### src/bpla_pkg.sv
// ----------------------------------------------------------------------------
// bpla_pkg
// Shared constants, controller state type and the command and status
// structs of the bipolar pulse lobe area block.
// ----------------------------------------------------------------------------
package bpla_pkg;

  localparam int MAX_BINS_DEF     = 1024;
  localparam int SAMPLE_WIDTH_DEF = 16;

  localparam int THR_WIDTH   = 15;
  localparam int ASYM_WIDTH  = 32;
  localparam int DATA_WIDTH  = 32;
  localparam int ADDR_WIDTH  = 3;
  // 16 fraction bits plus one extra bit for rounding to nearest.
  localparam int FRAC_BITS   = 17;

  // Register indexes (byte address is 4 * index).
  localparam logic [0:0] REG_THRESHOLD = 1'b0;

  typedef enum logic [2:0] {
    ST_ACCUM,
    ST_PREP,
    ST_SUMS,
    ST_ABS,
    ST_DIV,
    ST_LOAD
  } bpla_state_t;

  typedef struct packed {
    logic step;
    logic prep;
    logic sums;
    logic absv;
    logic div_step;
    logic load;
  } bpla_cmd_t;

  typedef struct packed {
    logic dz;
    logic div_last;
  } bpla_status_t;

endpackage

### src/bpla_regs.sv
// ----------------------------------------------------------------------------
// bpla_regs
// Configuration register file: holds the lobe extent threshold.
// ----------------------------------------------------------------------------
module bpla_regs (
  input  logic                               clk,
  input  logic                               rst_n,
  input  logic                               cfg_psel,
  input  logic                               cfg_penable,
  input  logic                               cfg_pwrite,
  input  logic [bpla_pkg::ADDR_WIDTH-1:0]    cfg_paddr,
  input  logic [bpla_pkg::DATA_WIDTH-1:0]    cfg_pwdata,
  output logic [bpla_pkg::DATA_WIDTH-1:0]    cfg_prdata,
  output logic                               cfg_pready,
  output logic [bpla_pkg::THR_WIDTH-1:0]     threshold
);
  import bpla_pkg::*;

  logic [THR_WIDTH-1:0] threshold_r;
  logic [THR_WIDTH-1:0] threshold_nxt;
  logic                 wr_en;

  // The two low address bits are ignored; bit 2 selects the register.
  assign wr_en = cfg_psel && cfg_penable && cfg_pwrite &&
                 (cfg_paddr[ADDR_WIDTH-1] == REG_THRESHOLD);

  always_comb begin
    threshold_nxt = threshold_r;
    if (wr_en) begin
      threshold_nxt = cfg_pwdata[THR_WIDTH-1:0];
    end
  end

  always_ff @(posedge clk) begin
    if (!rst_n) begin
      threshold_r <= '0;
    end else begin
      threshold_r <= threshold_nxt;
    end
  end

  always_comb begin
    cfg_prdata = '0;
    if (cfg_paddr[ADDR_WIDTH-1] == REG_THRESHOLD) begin
      cfg_prdata = DATA_WIDTH'(threshold_r);
    end
  end

  assign cfg_pready = 1'b1;
  assign threshold  = threshold_r;

endmodule

### src/bpla_ctrl.sv
// ----------------------------------------------------------------------------
// bpla_ctrl
// Controller: sequences sample accumulation, the end-of-record steps, the
// divider and the output register handshake.
// ----------------------------------------------------------------------------
module bpla_ctrl (
  input  logic                    clk,
  input  logic                    rst_n,
  input  logic                    in_valid,
  input  logic                    in_last,
  output logic                    in_ready,
  output logic                    out_valid,
  input  logic                    out_ready,
  input  bpla_pkg::bpla_status_t  status,
  output bpla_pkg::bpla_cmd_t     cmd
);
  import bpla_pkg::*;

  bpla_state_t state_r;
  bpla_state_t state_nxt;
  logic        out_valid_r;
  logic        out_valid_nxt;
  logic        out_free;

  assign out_free = !out_valid_r || out_ready;

  always_comb begin
    state_nxt = state_r;
    unique case (state_r)
      ST_ACCUM: begin
        if (in_valid && in_last) begin
          state_nxt = ST_PREP;
        end
      end
      ST_PREP: begin
        state_nxt = ST_SUMS;
      end
      ST_SUMS: begin
        state_nxt = ST_ABS;
      end
      ST_ABS: begin
        state_nxt = ST_DIV;
      end
      ST_DIV: begin
        if (status.dz || status.div_last) begin
          state_nxt = ST_LOAD;
        end
      end
      ST_LOAD: begin
        if (out_free) begin
          state_nxt = ST_ACCUM;
        end
      end
      default: begin
        state_nxt = ST_ACCUM;
      end
    endcase
  end

  always_comb begin
    cmd      = '0;
    in_ready = 1'b0;
    unique case (state_r)
      ST_ACCUM: begin
        in_ready = 1'b1;
        cmd.step = in_valid;
      end
      ST_PREP: begin
        cmd.prep = 1'b1;
      end
      ST_SUMS: begin
        cmd.sums = 1'b1;
      end
      ST_ABS: begin
        cmd.absv = 1'b1;
      end
      ST_DIV: begin
        cmd.div_step = !status.dz;
      end
      ST_LOAD: begin
        cmd.load = out_free;
      end
      default: begin
        cmd = '0;
      end
    endcase
  end

  always_comb begin
    out_valid_nxt = out_valid_r;
    if (cmd.load) begin
      out_valid_nxt = 1'b1;
    end else if (out_ready) begin
      out_valid_nxt = 1'b0;
    end
  end

  always_ff @(posedge clk) begin
    if (!rst_n) begin
      state_r     <= ST_ACCUM;
      out_valid_r <= 1'b0;
    end else begin
      state_r     <= state_nxt;
      out_valid_r <= out_valid_nxt;
    end
  end

  assign out_valid = out_valid_r;

endmodule

### src/bpla_dp.sv
// ----------------------------------------------------------------------------
// bpla_dp
// Datapath: running prefix sums and lobe markers per sample, lobe extent
// and area selection at the end of a record, a restoring divider for the
// Q16.16 asymmetry and the output register.
// ----------------------------------------------------------------------------
module bpla_dp #(
  parameter int MAX_BINS     = bpla_pkg::MAX_BINS_DEF,
  parameter int SAMPLE_WIDTH = bpla_pkg::SAMPLE_WIDTH_DEF,
  localparam int BW = $clog2(MAX_BINS + 2),
  localparam int SW = SAMPLE_WIDTH + $clog2(MAX_BINS) + 1
) (
  input  logic                                 clk,
  input  logic                                 rst_n,
  input  bpla_pkg::bpla_cmd_t                  cmd,
  output bpla_pkg::bpla_status_t               status,
  input  logic [bpla_pkg::THR_WIDTH-1:0]       threshold,
  input  logic signed [SAMPLE_WIDTH-1:0]       in_sample,
  input  logic                                 in_last,
  output logic [BW-1:0]                        out_start_bin,
  output logic [BW-1:0]                        out_cross_bin,
  output logic [BW-1:0]                        out_end_bin,
  output logic signed [SW-2:0]                 out_total_area,
  output logic signed [SW-1:0]                 out_lobe_difference,
  output logic signed [bpla_pkg::ASYM_WIDTH-1:0] out_asymmetry,
  output logic                                 out_divide_by_zero
);
  import bpla_pkg::*;

  localparam int CW = (SAMPLE_WIDTH > THR_WIDTH + 1) ? SAMPLE_WIDTH : THR_WIDTH + 1;
  localparam int NW = SW + 1;
  localparam int QW = NW + FRAC_BITS;
  localparam int EW = (QW > ASYM_WIDTH + 1) ? QW : ASYM_WIDTH + 1;
  localparam int KW = $clog2(QW + 1);

  // Record state.
  logic [BW-1:0]        count_r,     count_nxt;
  logic signed [SW-1:0] run_r,       run_nxt;
  logic                 seen_r,      seen_nxt;
  logic [BW-1:0]        cbin_r,      cbin_nxt;
  logic signed [SW-1:0] sbc_r,       sbc_nxt;
  logic                 sfound_r,    sfound_nxt;
  logic [BW-1:0]        spos_r,      spos_nxt;
  logic signed [SW-1:0] sbs_r,       sbs_nxt;
  logic [BW-1:0]        epos_r,      epos_nxt;
  logic signed [SW-1:0] ste_r,       ste_nxt;
  logic                 thr_zero_r,  thr_zero_nxt;

  // End-of-record pipeline.
  logic [BW-1:0]        sb_r, ineg_r, eb_r;
  logic signed [SW-1:0] aplu_r, amin_r, area_r;
  logic signed [NW-1:0] num_r, diff_r;
  logic                 neg_r, dz_r;
  logic [NW-1:0]        d_r;
  logic [NW-1:0]        rem_r;
  logic [QW-1:0]        q_r;
  logic [KW-1:0]        cnt_r;

  // Output register.
  logic [BW-1:0]           o_sb_r, o_ineg_r, o_eb_r;
  logic signed [SW-2:0]    o_area_r;
  logic signed [SW-1:0]    o_diff_r;
  logic [ASYM_WIDTH-1:0]   o_asym_r;
  logic                    o_dz_r;

  logic signed [CW-1:0] s_cmp, thr_pos, thr_neg;
  logic signed [SW-1:0] s_sum, run_new;
  logic [BW-1:0]        k;
  logic                 room;

  logic [BW-1:0]        n_sel, ineg_sel, sb_sel, eb_sel;
  logic signed [SW-1:0] pneg_sel, ps_sel, pe_sel;

  logic signed [NW-1:0] num_mag_s, diff_mag_s;
  logic [NW:0]          trial;
  logic                 ge;

  logic [EW-1:0]         q_ext;
  logic                  sat;
  logic [ASYM_WIDTH:0]   mag;
  logic [ASYM_WIDTH-1:0] asym;

  // Per-sample accumulation.
  assign s_cmp   = CW'(in_sample);
  assign thr_pos = CW'($signed({1'b0, threshold}));
  assign thr_neg = -thr_pos;
  assign s_sum   = SW'(in_sample);
  assign run_new = run_r + s_sum;
  assign k       = count_r + BW'(1);
  assign room    = (count_r < BW'(MAX_BINS));

  always_comb begin
    count_nxt    = count_r;
    run_nxt      = run_r;
    seen_nxt     = seen_r;
    cbin_nxt     = cbin_r;
    sbc_nxt      = sbc_r;
    sfound_nxt   = sfound_r;
    spos_nxt     = spos_r;
    sbs_nxt      = sbs_r;
    epos_nxt     = epos_r;
    ste_nxt      = ste_r;
    thr_zero_nxt = thr_zero_r;
    if (cmd.step) begin
      if (in_last) begin
        thr_zero_nxt = (threshold == '0);
      end
      if (room) begin
        count_nxt = k;
        run_nxt   = run_new;
        // The first negative sample marks the crossing.
        if (!seen_r && (s_cmp < 0)) begin
          seen_nxt = 1'b1;
          cbin_nxt = k;
          sbc_nxt  = run_r;
          epos_nxt = count_r;
          ste_nxt  = run_r;
        end
        if (!(seen_r || (s_cmp < 0))) begin
          if (s_cmp > thr_pos) begin
            if (!sfound_r) begin
              sfound_nxt = 1'b1;
              spos_nxt   = k;
              sbs_nxt    = run_r;
            end
            epos_nxt = k;
            ste_nxt  = run_new;
          end
        end else if (s_cmp < thr_neg) begin
          epos_nxt = k;
          ste_nxt  = run_new;
        end
      end
    end else if (cmd.prep) begin
      count_nxt  = '0;
      run_nxt    = '0;
      seen_nxt   = 1'b0;
      cbin_nxt   = '0;
      sbc_nxt    = '0;
      sfound_nxt = 1'b0;
      spos_nxt   = '0;
      sbs_nxt    = '0;
      epos_nxt   = '0;
      ste_nxt    = '0;
    end
  end

  always_ff @(posedge clk) begin
    if (!rst_n) begin
      count_r    <= '0;
      run_r      <= '0;
      seen_r     <= 1'b0;
      cbin_r     <= '0;
      sbc_r      <= '0;
      sfound_r   <= 1'b0;
      spos_r     <= '0;
      sbs_r      <= '0;
      epos_r     <= '0;
      ste_r      <= '0;
      thr_zero_r <= 1'b1;
    end else begin
      count_r    <= count_nxt;
      run_r      <= run_nxt;
      seen_r     <= seen_nxt;
      cbin_r     <= cbin_nxt;
      sbc_r      <= sbc_nxt;
      sfound_r   <= sfound_nxt;
      spos_r     <= spos_nxt;
      sbs_r      <= sbs_nxt;
      epos_r     <= epos_nxt;
      ste_r      <= ste_nxt;
      thr_zero_r <= thr_zero_nxt;
    end
  end

  // Lobe extent and prefix sums at its edges.
  always_comb begin
    n_sel    = count_r;
    ineg_sel = seen_r ? cbin_r : count_r + BW'(1);
    pneg_sel = seen_r ? sbc_r : run_r;
    if (thr_zero_r) begin
      sb_sel = BW'(1);
      ps_sel = '0;
      eb_sel = n_sel;
      pe_sel = run_r;
    end else begin
      sb_sel = sfound_r ? spos_r : ineg_sel;
      ps_sel = sfound_r ? sbs_r : pneg_sel;
      if (seen_r || sfound_r) begin
        eb_sel = epos_r;
        pe_sel = ste_r;
      end else begin
        eb_sel = n_sel + BW'(1);
        pe_sel = run_r;
      end
    end
  end

  assign num_mag_s  = (num_r < 0) ? -num_r : num_r;
  assign diff_mag_s = (diff_r < 0) ? -diff_r : diff_r;

  // One restoring division step: one quotient bit per cycle.
  assign trial = {rem_r, q_r[QW-1]};
  assign ge    = (trial >= {1'b0, d_r});

  always_ff @(posedge clk) begin
    if (cmd.prep) begin
      sb_r   <= sb_sel;
      ineg_r <= ineg_sel;
      eb_r   <= eb_sel;
      aplu_r <= (sb_sel < ineg_sel) ? pneg_sel - ps_sel : '0;
      amin_r <= (ineg_sel <= eb_sel) ? pe_sel - pneg_sel : '0;
      area_r <= (sb_sel <= eb_sel) ? pe_sel - ps_sel : '0;
    end
    if (cmd.sums) begin
      num_r  <= NW'(aplu_r) + NW'(amin_r);
      diff_r <= NW'(aplu_r) - NW'(amin_r);
    end
    if (cmd.absv) begin
      neg_r <= (num_r < 0) != (diff_r < 0);
      dz_r  <= (diff_r == '0);
      d_r   <= diff_mag_s;
      rem_r <= '0;
      q_r   <= {num_mag_s, {FRAC_BITS{1'b0}}};
      cnt_r <= '0;
    end else if (cmd.div_step) begin
      rem_r <= ge ? NW'(trial - {1'b0, d_r}) : trial[NW-1:0];
      q_r   <= {q_r[QW-2:0], ge};
      cnt_r <= cnt_r + KW'(1);
    end
  end

  assign status.dz       = dz_r;
  assign status.div_last = (cnt_r == KW'(QW - 1));

  // Round the 17-fraction-bit quotient half away from zero and saturate.
  assign q_ext = EW'(q_r);
  assign sat   = |q_ext[EW-1:ASYM_WIDTH];
  assign mag   = sat ? {1'b1, {ASYM_WIDTH{1'b0}}}
                     : ({1'b0, q_ext[ASYM_WIDTH-1:0]} + (ASYM_WIDTH+1)'(1)) >> 1;

  always_comb begin
    if (dz_r) begin
      asym = '0;
    end else if (neg_r) begin
      asym = mag[ASYM_WIDTH:ASYM_WIDTH-1] != 2'b00 ? {1'b1, {(ASYM_WIDTH-1){1'b0}}}
                                                   : -mag[ASYM_WIDTH-1:0];
    end else begin
      asym = mag[ASYM_WIDTH:ASYM_WIDTH-1] != 2'b00 ? {1'b0, {(ASYM_WIDTH-1){1'b1}}}
                                                   : mag[ASYM_WIDTH-1:0];
    end
  end

  always_ff @(posedge clk) begin
    if (cmd.load) begin
      o_sb_r   <= sb_r;
      o_ineg_r <= ineg_r;
      o_eb_r   <= eb_r;
      o_area_r <= area_r[SW-2:0];
      o_diff_r <= diff_r[SW-1:0];
      o_asym_r <= asym;
      o_dz_r   <= dz_r;
    end
  end

  assign out_start_bin       = o_sb_r;
  assign out_cross_bin       = o_ineg_r;
  assign out_end_bin         = o_eb_r;
  assign out_total_area      = o_area_r;
  assign out_lobe_difference = o_diff_r;
  assign out_asymmetry       = $signed(o_asym_r);
  assign out_divide_by_zero  = o_dz_r;

endmodule

### src/bipolar_pulse_lobe_areas.sv
// ----------------------------------------------------------------------------
// bipolar_pulse_lobe_areas
// Lobe extent, area, lobe difference and Q16.16 asymmetry of one bipolar
// response record, reported once per record.
// ----------------------------------------------------------------------------
//  Channel  | Signals                               | Moves
//  ---------+---------------------------------------+---------------------------
//  in       | in_valid/in_ready, sample, last       | one sample per request
//  out      | out_valid/out_ready, 7 result fields  | one result per record
//  cfg      | APB: cfg_psel..cfg_pready             | threshold at address 0
//
// Samples are taken at one per cycle. After the last sample in_ready stays low
// through the extent, sums, magnitudes, divide and load states. The divide state
// runs the one-bit-per-cycle restoring divider; a zero lobe difference leaves
// the divide state without dividing.
// Reset is synchronous and clears the record state and the threshold.
// A result held by out_ready low does not stop the next record's samples;
// only loading the following result waits for the output register.
// ----------------------------------------------------------------------------
module bipolar_pulse_lobe_areas #(
  parameter int MAX_BINS     = bpla_pkg::MAX_BINS_DEF,
  parameter int SAMPLE_WIDTH = bpla_pkg::SAMPLE_WIDTH_DEF,
  localparam int BW = $clog2(MAX_BINS + 2),
  localparam int SW = SAMPLE_WIDTH + $clog2(MAX_BINS) + 1
) (
  input  logic                                   clk,
  input  logic                                   rst_n,
  input  logic                                   cfg_psel,
  input  logic                                   cfg_penable,
  input  logic                                   cfg_pwrite,
  input  logic [bpla_pkg::ADDR_WIDTH-1:0]        cfg_paddr,
  input  logic [bpla_pkg::DATA_WIDTH-1:0]        cfg_pwdata,
  output logic [bpla_pkg::DATA_WIDTH-1:0]        cfg_prdata,
  output logic                                   cfg_pready,
  input  logic                                   in_valid,
  output logic                                   in_ready,
  input  logic signed [SAMPLE_WIDTH-1:0]         in_sample,
  input  logic                                   in_last,
  output logic                                   out_valid,
  input  logic                                   out_ready,
  output logic [BW-1:0]                          out_start_bin,
  output logic [BW-1:0]                          out_cross_bin,
  output logic [BW-1:0]                          out_end_bin,
  output logic signed [SW-2:0]                   out_total_area,
  output logic signed [SW-1:0]                   out_lobe_difference,
  output logic signed [bpla_pkg::ASYM_WIDTH-1:0] out_asymmetry,
  output logic                                   out_divide_by_zero
);
  import bpla_pkg::*;

  logic [THR_WIDTH-1:0] threshold;
  bpla_cmd_t            cmd;
  bpla_status_t         status;

  bpla_regs u_regs (
    .clk         (clk),
    .rst_n       (rst_n),
    .cfg_psel    (cfg_psel),
    .cfg_penable (cfg_penable),
    .cfg_pwrite  (cfg_pwrite),
    .cfg_paddr   (cfg_paddr),
    .cfg_pwdata  (cfg_pwdata),
    .cfg_prdata  (cfg_prdata),
    .cfg_pready  (cfg_pready),
    .threshold   (threshold)
  );

  bpla_ctrl u_ctrl (
    .clk       (clk),
    .rst_n     (rst_n),
    .in_valid  (in_valid),
    .in_last   (in_last),
    .in_ready  (in_ready),
    .out_valid (out_valid),
    .out_ready (out_ready),
    .status    (status),
    .cmd       (cmd)
  );

  bpla_dp #(
    .MAX_BINS     (MAX_BINS),
    .SAMPLE_WIDTH (SAMPLE_WIDTH)
  ) u_dp (
    .clk                 (clk),
    .rst_n               (rst_n),
    .cmd                 (cmd),
    .status              (status),
    .threshold           (threshold),
    .in_sample           (in_sample),
    .in_last             (in_last),
    .out_start_bin       (out_start_bin),
    .out_cross_bin       (out_cross_bin),
    .out_end_bin         (out_end_bin),
    .out_total_area      (out_total_area),
    .out_lobe_difference (out_lobe_difference),
    .out_asymmetry       (out_asymmetry),
    .out_divide_by_zero  (out_divide_by_zero)
  );

endmodule

### config.mk
export PLATFORM = sky130hd
export DESIGN_NAME = bipolar_pulse_lobe_areas
export DESIGN_NICKNAME = d
export VERILOG_FILES = /design/src/bpla_pkg.sv /design/src/bpla_regs.sv /design/src/bpla_ctrl.sv /design/src/bpla_dp.sv /design/src/bipolar_pulse_lobe_areas.sv
export SDC_FILE = /design/constraint.sdc
export NUM_CORES = 2
export LEC_CHECK = 0
export BUFFER_PORTS_ARGS = -buffer_cell sky130_fd_sc_hd__buf_2
export CAP_MARGIN = 20
export CORE_UTILIZATION = 66
export CTS_CLUSTER_SIZE = 12
export DETAILED_ROUTE_END_ITERATION = 16
export GPL_TIMING_DRIVEN = 0
export PLACE_DENSITY = 0.89
export SLEW_MARGIN = 20
export SYNTH_ARGS = -nofsm -noshare
export SYNTH_HDL_FRONTEND = slang
export SYNTH_HIERARCHICAL = 1
export SYNTH_SLANG_ARGS = --single-unit
### constraint.sdc
create_clock -name clk -period 24.6 [get_ports clk]
set_input_delay 1.23 -clock clk [delete_from_list [all_inputs] [get_ports clk]]
set_output_delay 1.23 -clock clk [all_outputs]
set_load 0.01 [all_outputs]
# [Word level (Yosys, flattened, before mapping)]
# Cells that the tools add are included.
[totals] elab_cells=177 ff_bits=571 inputBits=59 out_inout_bits=154
[classes] n_reduce_logical=26 mux=75 order_cmp=10 n_addsub=14 bitwise_logic=1 eq_ne=15
[ops] operator="27-bit 2-to-1 mux" n=22
[ops] operator="11-bit 2-to-1 mux" n=22
[ops] operator="32-bit 2-to-1 mux" n=3
[ops] operator="45-bit 2-to-1 mux" n=2
[ops] operator="28-bit 2-to-1 mux" n=3
[ops] operator="28-bit by 1-bit less-than comparator with 1-bit output (second input constant)" n=2
[ops] operator="28-bit negator" n=2
[ops] operator="27-bit subtractor" n=2
[ops] operator="32-bit by 1-bit adder with 33-bit output (second input constant)" n=1
[ops] operator="33-bit 2-to-1 mux" n=1
[ops] operator="32-bit negator" n=1
[ops] operator="29-bit by 28-bit greater-or-equal comparator with 1-bit output" n=1
[ops] operator="27-bit by 27-bit adder with 28-bit output" n=1
[ops] operator="28-bit logical NOT" n=1
[ops] operator="27-bit by 27-bit subtractor with 28-bit output" n=1
[ops] operator="28-bit subtractor" n=1
[ops] operator="27-bit by 16-bit adder with 27-bit output" n=1
[ops] operator="26-bit subtractor" n=1
[ops] operator="11-bit <= comparator" n=2
[ops] operator="3-bit case mux with 6 select lines" n=1
[ops] operator="1-bit 2-to-1 mux" n=17
[ops] operator="16-bit > comparator" n=1
[ops] operator="16-bit by 1-bit less-than comparator with 1-bit output (second input constant)" n=1
[ops] operator="16-bit less-than comparator" n=1
[ops] operator="26 further kinds" n=50

# [Logic depth before layout (Yosys ltp)]
[depth] word_depth=7 ltp_mapped=20

# [Cells and area by module]
# The synthesis kept the hierarchy.
[by_module_without_submodules] mod="bpla_dp" cells_each=3884 seq_area_each_um2=14483.9 area_per_inst_um2=35655.4 instances=1
[by_module_without_submodules] mod="bpla_regs" cells_each=102 seq_area_each_um2=300.3 area_per_inst_um2=868.3 instances=1
[by_module_without_submodules] mod="bpla_ctrl" cells_each=29 seq_area_each_um2=80.1 area_per_inst_um2=259.0 instances=1

# [Worst setup path after synthesis]
# Ideal clock, no wire load.
[synth_path] kind="register to register" from="register u_ctrl.state_r[2]" to="register u_dp.sbs_r[1]" path_stages_with_launch=10 arrival_time_ns=10.725 setup_ns=0.059 slack_ns=13.816 synth_period_minus_slack_ns=10.784 n_path_buf=3 cell_sequence="dfxtp_1 buf_2 nor3b_1 nor2b_1 nor2_1 a21oi_1 clkbuf_1 clkbuf_1 mux2i_1 and2_1"
[synth_lines] element="start: declaration" line="bpla_ctrl.sv:19" source="bpla_state_t state_r;"
[synth_lines] element="start signal: assignment" line="bpla_ctrl.sv:103" source="state_r <= state_nxt;"
[synth_lines] element="end signal: assignment" line="bpla_dp.sv:169" source="sbs_r <= sbs_nxt;"
[synth_lines] element="end: declaration" line="bpla_dp.sv:44" source="logic signed [SW-1:0] sbs_r, sbs_nxt;"

# [Final worst setup path]
[layout_path] from="register u_dp.thr_zero_r" to="register u_dp.area_r[22], data pin"
[layout_via] elab_chain_len=2 word_cells_on_any_way=6
[layout_rtl] element="start: declaration" line="bpla_dp.sv:47" source="logic thr_zero_r, thr_zero_nxt;"
[layout_rtl] element="start signal: assignment" line="bpla_dp.sv:172" source="thr_zero_r <= thr_zero_nxt;"
[layout_rtl] element="27-bit 2-to-1 mux / 11-bit 2-to-1 mux (equally long branches)" line="bpla_dp.sv:181" source="if (thr_zero_r) begin"
[layout_rtl] element="26-bit subtractor / 11-bit <= comparator (equally long branches)" line="bpla_dp.sv:213" source="area_r <= (sb_sel <= eb_sel) ? pe_sel - ps_sel : '0;"
[layout_rtl] element="end signal: assignment" line="bpla_dp.sv:213"
[layout_rtl] element="end: declaration" line="bpla_dp.sv:51" source="logic signed [SW-1:0] aplu_r, amin_r, area_r;"
# Several ways; a longest one is shown, not always the timed one.
# A chain may end at the register's enable or synchronous reset.

==> metrics.txt <==
# TYPE chip_impl_metric gauge
chip_impl_metric{name="final_routed_wirelength",unit="um"} 98500
chip_impl_metric{name="floorplan.core_area",unit="um2"} 55100
chip_impl_metric{name="grt_pass1_vias",unit=""} 29500
chip_impl_metric{name="min_period",unit="ps"} 6610
chip_impl_info{name="tritoncts",value="done"} 1
chip_impl_metric{name="worst_ir_drop_vdd",unit="uV"} 64.1
chip_impl_info{name="critPathLaunchType",value="register"} 1
chip_impl_info{name="leading_area_contributor_after_synthesis",value="edfxtp_1"} 1
chip_impl_metric{name="drt_first_pass_iters",unit=""} 6
chip_impl_metric{name="stdcell_area",unit="um2"} 40800
chip_impl_metric{name="synth_fa_ha_area_share",unit="%"} 9.06
chip_impl_metric{name="detail_route.wl_per_cell",unit="um"} 19.4
chip_impl_metric{name="timing.slew.headroom",unit="%"} 23.2
chip_impl_metric{name="num_antenna_cells",unit=""} 0
chip_impl_metric{name="synthXorXnorAreaFrac",unit="%"} 6.10
chip_impl_metric{name="post-cts-setup-buffers",unit=""} 0
chip_impl_metric{name="yosys.cell_types.count",unit=""} 101
chip_impl_metric{name="post_synthesis_sequential_element_count",unit=""} 570
chip_impl_metric{name="proportion_of_netlist_area_held_by_the_largest_area_contributor",unit="%"} 28.2
chip_impl_info{name="synth_area_leaders",value="edfxtp_1 (28%), dfxtp_1 (12%), ha_1 (8.7%)"} 1
chip_impl_info{name="timing.setup.critical_path_class",value="reg -> reg"} 1
chip_impl_metric{name="post_cts_resized",unit=""} 0
chip_impl_metric{name="cts-htree-levels",unit=""} 2
chip_impl_metric{name="hpwl",unit="um"} 74900
chip_impl_metric{name="postSynthAreaPerCell",unit="um2"} 9.16
chip_impl_metric{name="maximum_operating_frequency",unit="MHz"} 151
chip_impl_metric{name="synthCells",unit=""} 4015
chip_impl_metric{name="worst-path-max-fanout",unit=""} 10
chip_impl_metric{name="final-setup-viol-count",unit=""} 0
chip_impl_metric{name="start_util",unit="%"} 66.8
chip_impl_metric{name="placed_cells",unit=""} 4973
chip_impl_metric{name="cellPowerDensity",unit="nW/um2"} 77.6
chip_impl_metric{name="ant_nets",unit=""} 0
chip_impl_metric{name="placementRows",unit=""} 86
chip_impl_info{name="path_cells",value="clkbuf_1 > inv_1 > o21ai_1 > clkbuf_1 > mux2i_1 > ha_1 > inv_1 > fa_1 > a21o_1 > a21oi_1 > o21ai_0 > a41o_1 > o41ai_1 > a311oi_1 > a211oi_1 > a21oi_1 > xnor2_1 > nor2_1"} 1
chip_impl_metric{name="worst_slack",unit="ps"} 17990
chip_impl_metric{name="slew_at_the_pin_closest_to_its_max_slew_limit",unit="ps"} 1150
chip_impl_metric{name="gp_congestion",unit=""} 0.983
chip_impl_metric{name="setup_slack_on_the_worst_flop_to_flop_path",unit="ps"} 17990
chip_impl_metric{name="critPathRequiredTime",unit="ps"} 24960
chip_impl_info{name="worstSetupEndpointType",value="register"} 1
chip_impl_metric{name="clock_pin_transition_on_the_worst_setup_and_hold_timing_paths",unit="ps"} 60
chip_impl_metric{name="fp.dieH",unit="um"} 238
chip_impl_metric{name="postSynth.asyncResetShare",unit="%"} 0
chip_impl_metric{name="hold_buffers",unit=""} 0
chip_impl_metric{name="maxCapViolations",unit=""} 0
chip_impl_info{name="synth_top_family_by_area",value="simple AND/OR/NAND/NOR gates"} 1
chip_impl_metric{name="synth-compound-area-share",unit="%"} 17.3
chip_impl_metric{name="synth_sequential_area_ratio",unit="%"} 40.4
chip_impl_metric{name="final_layout_size_suffix_gt1_share",unit="%"} 9.65
chip_impl_metric{name="maximum_buffer_depth_of_the_clock_tree",unit=""} 3
chip_impl_info{name="cp_slowest_cell",value="mux2i_1"} 1
chip_impl_metric{name="detail_route.drc_violations",unit=""} 0
chip_impl_metric{name="clock_insertion_delay_worst_skew",unit="ps"} 630
chip_impl_metric{name="track_usage",unit="%"} 33.9
chip_impl_metric{name="grt_overflow",unit=""} 0
chip_impl_metric{name="layout.nets",unit=""} 4607
chip_impl_metric{name="final_skew",unit="ps"} 30.2
chip_impl_metric{name="dpl_cell_area",unit="um2"} 38900
chip_impl_info{name="run_status",value="finished, final reports clean"} 1
chip_impl_metric{name="number_of_synthesized_flops_with_an_enable_pin",unit=""} 345
chip_impl_metric{name="die_x",unit="um"} 238
chip_impl_metric{name="cts_inserted_buffers",unit=""} 59
chip_impl_metric{name="routed-via-count",unit=""} 31200
chip_impl_metric{name="synth.cell_area",unit="um2"} 36800
chip_impl_metric{name="register_area",unit="um2"} 14900
chip_impl_metric{name="instances_no_fill",unit=""} 5080
chip_impl_info{name="rsz0062_at_grt",value="no"} 1
chip_impl_metric{name="worst_ep_arrival_time",unit="ps"} 6970
chip_impl_info{name="layout_commonest_cell",value="nand2_1"} 1
chip_impl_metric{name="top_level_ports",unit=""} 213
chip_impl_metric{name="yosys.area_share.simple",unit="%"} 17.7
chip_impl_metric{name="vias_per_cell",unit=""} 6.14
chip_impl_metric{name="synthesis.yosys.warnings",unit=""} 6
chip_impl_metric{name="fin_tns_setup",unit="ps"} 0
chip_impl_metric{name="place.port_buffers",unit=""} 175
chip_impl_metric{name="tritoncts_num_sinks",unit=""} 570
chip_impl_metric{name="final.fill_count",unit=""} 4096
chip_impl_info{name="ys_dominant_reg_cell",value="edfxtp_1"} 1
chip_impl_metric{name="power_leakage",unit="nW"} 16.5
chip_impl_metric{name="fin_crit_sh",unit="%"} 26.9
chip_impl_info{name="highest_count_cells_in_the_layout_ignoring_fill_and_taps",value="nand2_1 (401), edfxtp_1 (345), nor2_1 (336)"} 1
chip_impl_metric{name="maxSlewViolCount",unit=""} 0
chip_impl_metric{name="final_hold_viol_count",unit=""} 0
chip_impl_info{name="clock_tree.root_cell",value="clkbuf_16"} 1
chip_impl_metric{name="p_total",unit="mW"} 3.17
chip_impl_metric{name="dp_slack",unit="ps"} 18160
chip_impl_metric{name="grt_first_pass_wirelength",unit="um"} 154000
chip_impl_metric{name="combined_area_of_the_multi_input_logic_cells",unit="um2"} 20100
chip_impl_metric{name="synth.area.mux_share",unit="%"} 4.29
chip_impl_metric{name="antenna_found_initial",unit=""} 0
chip_impl_metric{name="grt_start_max_net_pins",unit=""} 76
chip_impl_metric{name="dr.first_iter.drc_count",unit=""} 2700
chip_impl_info{name="hp-class",value="reg -> reg"} 1
chip_impl_metric{name="area_delta_synth_final",unit="%"} 10.9
chip_impl_metric{name="die-area",unit="um2"} 56700
chip_impl_metric{name="delay_of_the_slowest_cell_on_the_worst_path",unit="ps"} 730
==> state kept, by name, indices dropped and copies added, names as in the netlist, 15 cells and up <==
signal,count
u_dp/q_ext,45
u_dp/amin_r,27
u_dp/num_r,27
u_dp/rem_r,28
u_dp/area_r,26
u_dp/out_lobe_difference,27
u_dp/ste_r,27
u_dp/out_asymmetry,32
u_dp/d_r,28
u_dp/diff_r,28
u_dp/aplu_r,27
u_dp/run_r,27
u_dp/out_total_area,26
u_dp/sbs_r,27
u_regs/threshold,15
u_dp/sbc_r,27
==> path summary, 6_finish.rpt <==
check	startpoint	endpoint	depth (start not counted)
hold / removal	u_dp/ineg_r[2]$_DFFE_PP_	u_dp/out_cross_bin[2]$_DFFE_PP_	0
setup / recovery	u_dp/thr_zero_r$_SDFFE_PN1P_	u_dp/area_r[22]$_SDFFCE_PN0P_	18
setup reg to reg	u_dp/thr_zero_r$_SDFFE_PN1P_	u_dp/area_r[22]$_SDFFCE_PN0P_	18
hold reg to reg	u_dp/ineg_r[2]$_DFFE_PP_	u_dp/out_cross_bin[2]$_DFFE_PP_	0
==> metal layers <==
layer / track usage, % / part of all wire, %
met4: 18.9 / 5.7
met2: 59.8 / 49
met1: 40.5 / 39
met3: 3.75 / 6.0
met5: 0 / 0
==> critical path: cells and delay by family (launching register included) <==
kind | cells | cell delay (ps)
flip-flops | 1 | 300
AND/OR/NAND/NOR | 1 | 90
adder cells (fa/ha/maj) | 2 | 700
AO/OA/AOI/OAI | 9 | 2880
multiplexers | 1 | 730
XOR/XNOR | 1 | 490
buffers and inverters | 4 | 1150
==> area by class of cell <==
class                      count  share of cell area (%)
clock buffer                  98                    4.41
sequential                   570                    36.4
buffer                       230                    2.63
inverter                     218                    2.01
clock inverter                 9                   0.316
timing repair buffer         194                    2.62
tap                          748                    2.29
multi-input combinational   3013                    49.3
==> stage by stage <==
stage | hold slack (ps) | util (%)
floorplan | 400 | -
global placement | 403 | 70.2
detailed placement | 405 | 70.6
CTS | 417 | 74.1
global route | 423 | 74.1
finish | 415 | 74.1
==> cells in the mapped netlist (31+ instances only) <==
master    instances
nor3_1           85
o31ai_1          31
a21boi_0         36
dfxtp_1         225
xnor2_1         187
o21a_1           53
mux2_2           37
xor2_1           69
a21o_1           80
nand2_1         401
nor2b_1         118
ha_1            255
and3_1           57
clkbuf_1        161
o21ai_0         227
nor2_1          337
a21oi_1         240
inv_1           217
a211oi_1         45
a22o_1           34
nand4_1          37
edfxtp_1        345
and2_1           39
a22oi_1          54
mux2i_1         116
nand3_1         100
nand2b_1         41
==> cell families (layout without fill, tap and decap cells) <==
group | after synthesis | count (layout)
compound gates | 976 | 976
xor+xnor | 256 | 256
fa+ha+maj | 262 | 262
buf+inv | 448 | 749
flops | 570 | 570
mux | 153 | 153
other cells | 2 | 18
simple gates | 1348 | 1348
==> where the power goes <==
group	internal, mW	switching, mW	leakage (nW)
clock	0.525	0.373	0.938
sequential	1.11	0.0590	5.01
combinational	0.425	0.670	10.5
Power figures use the tool's default switching activity.
